## config.mk

```make
export PLATFORM = sky130hd
export DESIGN_NAME = wvpc_queue
export DESIGN_NICKNAME = d
export VERILOG_FILES = /design/src/wvpc_pkg.sv /design/src/wvpc_queue.sv
export SDC_FILE = /design/constraint.sdc
export NUM_CORES = 1
export LEC_CHECK = 0
export BUFFER_PORTS_ARGS = -buffer_cell sky130_fd_sc_hd__buf_2
export CORE_MARGIN = 1.5
export CORE_UTILIZATION = 40
export CTS_BUF_LIST = sky130_fd_sc_hd__clkbuf_16
export DETAILED_ROUTE_END_ITERATION = 10
export GPL_TIMING_DRIVEN = 0
export SYNTH_ARGS = -nofsm -noshare
export SYNTH_HDL_FRONTEND = slang
export SYNTH_SLANG_ARGS = --single-unit
```

## constraint.sdc

```tcl
create_clock -name clk -period 7.05 [get_ports clk]
set_input_delay 1.7625 -clock clk [delete_from_list [all_inputs] [get_ports clk]]
set_output_delay 1.7625 -clock clk [all_outputs]
set_load 0.1 [all_outputs]
```

## src/wvpc_pkg.sv

```systemverilog
`timescale 1ns / 1ps
package wvpc_pkg;

  localparam int FieldW = 24;
  localparam int DefMaxWindow = 128;
  localparam int DefFracBits = 8;
  localparam logic [7:0] DefaultWindow = 8'd96;
  localparam logic [15:0] ScoreMax = 16'd40960;

  typedef struct packed {
    logic [FieldW-1:0] bar_high;
    logic [FieldW-1:0] bar_low;
    logic [FieldW-1:0] bar_close;
    logic [FieldW-1:0] bar_volume;
  } bar_t;

  typedef struct packed {
    logic [15:0] marker_size;
    logic        score_valid;
  } score_t;

  typedef enum logic [2:0] {
    ST_IDLE, ST_READ, ST_ACC, ST_DIV_V, ST_DIST, ST_DIV_S, ST_DONE
  } back_state_t;

endpackage

```

## src/wvpc_queue.sv

```systemverilog
`timescale 1ns / 1ps
module wvpc_queue (
  input  logic             clk,
  input  logic             rst,
  input  logic             in_valid,
  output logic             in_ready,
  input  wvpc_pkg::bar_t   in_data,
  output logic             out_valid,
  input  logic             out_ready,
  output wvpc_pkg::bar_t   out_data
);
  import wvpc_pkg::*;

  bar_t       slot [2];
  logic       wr_ptr;
  logic       rd_ptr;
  logic [1:0] count;

  assign in_ready  = (count != 2'd2);
  assign out_valid = (count != 2'd0);
  assign out_data  = slot[rd_ptr];

  // store incoming bars
  always_ff @(posedge clk) begin
    if (in_valid && in_ready) begin
      slot[wr_ptr] <= in_data;
    end
  end

  // advance pointers and occupancy
  always_ff @(posedge clk) begin
    if (rst) begin
      wr_ptr <= 1'b0;
      rd_ptr <= 1'b0;
      count  <= 2'd0;
    end else begin
      if (in_valid && in_ready) wr_ptr <= ~wr_ptr;
      if (out_valid && out_ready) rd_ptr <= ~rd_ptr;
      count <= count + 2'(in_valid && in_ready) - 2'(out_valid && out_ready);
    end
  end

endmodule

```

==> key figures <==
Yosys
  • Post-Syn Nets: 425
  • Complex-gate fraction of the synthesized area: 0.102%
  • Synthesis warning total: 0
  • Most used DFF post-synth: edfxtp_1
  • Yosys reg bits: 197
  • Mapped Avg Cell Area: 22.8 um2
  • Synth Cell Area: 7360 um2
  • Largest family of logic cells by synthesized area: multiplexers
  • Asr flop ratio synth: 0%
  • Synth Area in Adders: 0.340%
  • Synth Area in XOR/XNOR: 0.357%
  • EDFF count, synth: 192
  • Synth Area in Simple Gates: 0.731%
  • Mapped Cells: 323
  • Post-synthesis mux area share: 16.9%
  • Sequential cell area fraction in the yosys report: 79.7%
  • Distinct cells, synth: 19

Place
  • I/O Buffers: 197
  • Post-place setup slack: 3740 ps
  • Hpwl dp: 9040 um
  • Routability cong.: 0.735
  • Placed Cells incl. Taps: 753

Finish
  • Most common cell after layout, fill and taps aside: buf_2
  • Area grow syn2layout: 26.8%
  • Final net count: 645
  • Util after Layout: 51.7%
  • Share of layout cells above drive strength 1: 61.5%
  • Most frequent cells in the layout: buf_2 (202), edfxtp_1 (192), mux2_2 (57)
  • Non-Filler Instances: 786

GRT
  • Antenna violations before repair: 1
  • GRT Util Overall: 14.1%
  • Grt total ovfl: 0
  • Largest net degree at the start of global routing: 55
  • First-pass GRT wire length: 20700 um
  • Number of global-route vias before repair: 4067

Clock tree
  • Post-CTS sizing: 0
  • Root Driver: clkbuf_16
  • CTS sink count: 197
  • H-tree levels: 4
  • Clock latency on the worst-skew pair: 420 ps
  • # hold bufs at CTS: 0
  • Inserted Clock Buffers: 17
  • CTS tree: built
  • Clock Pin Slew Worst Setup and Hold Paths: 60 ps
  • Clock buffer depth: 2
  • Setup Buffers After CTS: 0

Detailed routing
  • Pre-Repair DR Iteration Count: 5
  • Wire length on met1: 5370 um
  • # DRC: 0
  • Met3 wire len: 1280 um
  • DR vias: 3682
  • Avg WL per Cell: 16.7 um
  • Final wirelength: 13100 um
  • Max layer used: met4
  • ANT nets after route: 0
  • Initial detailed-routing violation count: 132
  • DR vias/cell: 4.68
  • Routed wl met2: 6330 um

Worst setup path
  • Endpoint class of the critical path: output pin
  • Slowest CP cell: dfxtp_1
  • Worst path max stage delay: 320 ps
  • Cells on worst reg2reg path: 5
  • Kind of critical path: flop to output pin
  • Worst Path Buf+Inv: 4
  • Setup slack, reg-to-reg: 5090 ps
  • Critical path, cell by cell: buf_6 -> buf_8 -> buf_12 -> mux2_4 -> buf_2
  • Worst Setup EP: out_data[73]
  • Worst-path fanout max: 10
  • Reg-to-reg critical path startpoint: count[0]
  • Startpoint types: flop
  • Worst EP required: 5290 ps
  • Cell family with most CP delay: buffers and inverters
  • Critical path arrival: 1840 ps
  • Critical Path Stages: 5
  • Critical R2R Capture: slot[0][61]

STA
  • Final setup vio count: 0
  • Slew Viols, Final: 0
  • Fin crit share: 51.0%
  • Endpoints failing hold: 0
  • Fmax: 278 MHz
  • RSZ-0062 raised after global routing: no
  • Relative slew slack: 56.1%
  • Worst Tran Pin Value: 659 ps
  • Fin worst setup slack: 3450 ps
  • Fin crit period: 3600 ps
  • Clk_skew: 8.72 ps

Worst hold path
  • Hold Path Class: flop to flop
  • HP Start: rd_ptr
  • Worst Hold Path Cells: 2

Floorplan
  • Die height: 139 um
  • Die area: 19200 um2
  • Std cell rows: 49
  • Core Region: 18000 um2
  • Initial Utilization: 40.8%
  • Die width: 139 um
  • # IOs: 198

Run status
  • Status: finished clean

Job
  • MaxCap Viol Count: 0
-- kinds of logic after synthesis --
group | Yosys count
XOR/XNOR | 3
AND/OR/NAND/NOR | 11
flip-flops | 197
AO/OA/AOI/OAI | 1
buffers and inverters | 12
multiplexers | 97
adder cells (fa/ha/maj) | 2
-- synth_stat cells, types with 2 or more instances --
| cell type | number | area share [%] |
|---|---|---|
| xnor2_1 | 2 | 0.24 |
| nor2_1 | 5 | 0.26 |
| buf_12 | 4 | 1.1 |
| buf_2 | 5 | 0.34 |
| dfxtp_1 | 5 | 1.4 |
| ha_1 | 2 | 0.34 |
| nor2b_1 | 2 | 0.17 |
| mux2_4 | 40 | 8.2 |
| edfxtp_1 | 192 | 78 |
| mux2_2 | 57 | 8.7 |
-- how the worst min path moves through the flow --
stage | to
global route | flop
detailed placement | rd_ptr
floorplan | flop
CTS | rd_ptr
global placement | rd_ptr
finish | flop
-- registers in the layout, summed over array words and instances (netlist names), named ones only --
name and count:
rd_ptr 1, slot 192, count 2, wr_ptr 1
-- final cells by class --
type,count,area [um2]
clock inverter,15,169
buffer,11,131
sequential,197,5870
multi-input combinational,114,1370
clock buffer,17,425
antenna,1,2.50
inverter,1,3.75
timing repair buffer,201,1070
fill,1496,8700
tap,229,287
-- through the flow --
stage / TNS, ps / hold WS (ps) / area [um2]
floorplan: 0 / 481 / 7360
global placement: -171840 / 494 / 8630
detailed placement: 0 / 502 / 8730
CTS: 0 / 520 / 9320
global route: 0 / 581 / 9330
finish: 0 / 517 / 9330
-- metal layers --
| layer | vias to the layer above | global-route usage [%] |
|---|---|---|
| met4 | 0 | 4.32 |
| met5 | - | 0 |
| met1 | 1803 | 16.7 |
| li1 | 1719 | - |
| met2 | 144 | 23.0 |
| met3 | 16 | 6.60 |
-- worst reg2reg max path, cell delays in order, from the launching register on --
cell	delay [ps]
dfxtp_1	360
nand2b_1	160
nand2_1	140
nor2_4	440
buf_12	280
buf_12	260
Power is not shown: default switching activity piles up to over one toggle a cycle in this logic, so the estimate is an artifact.
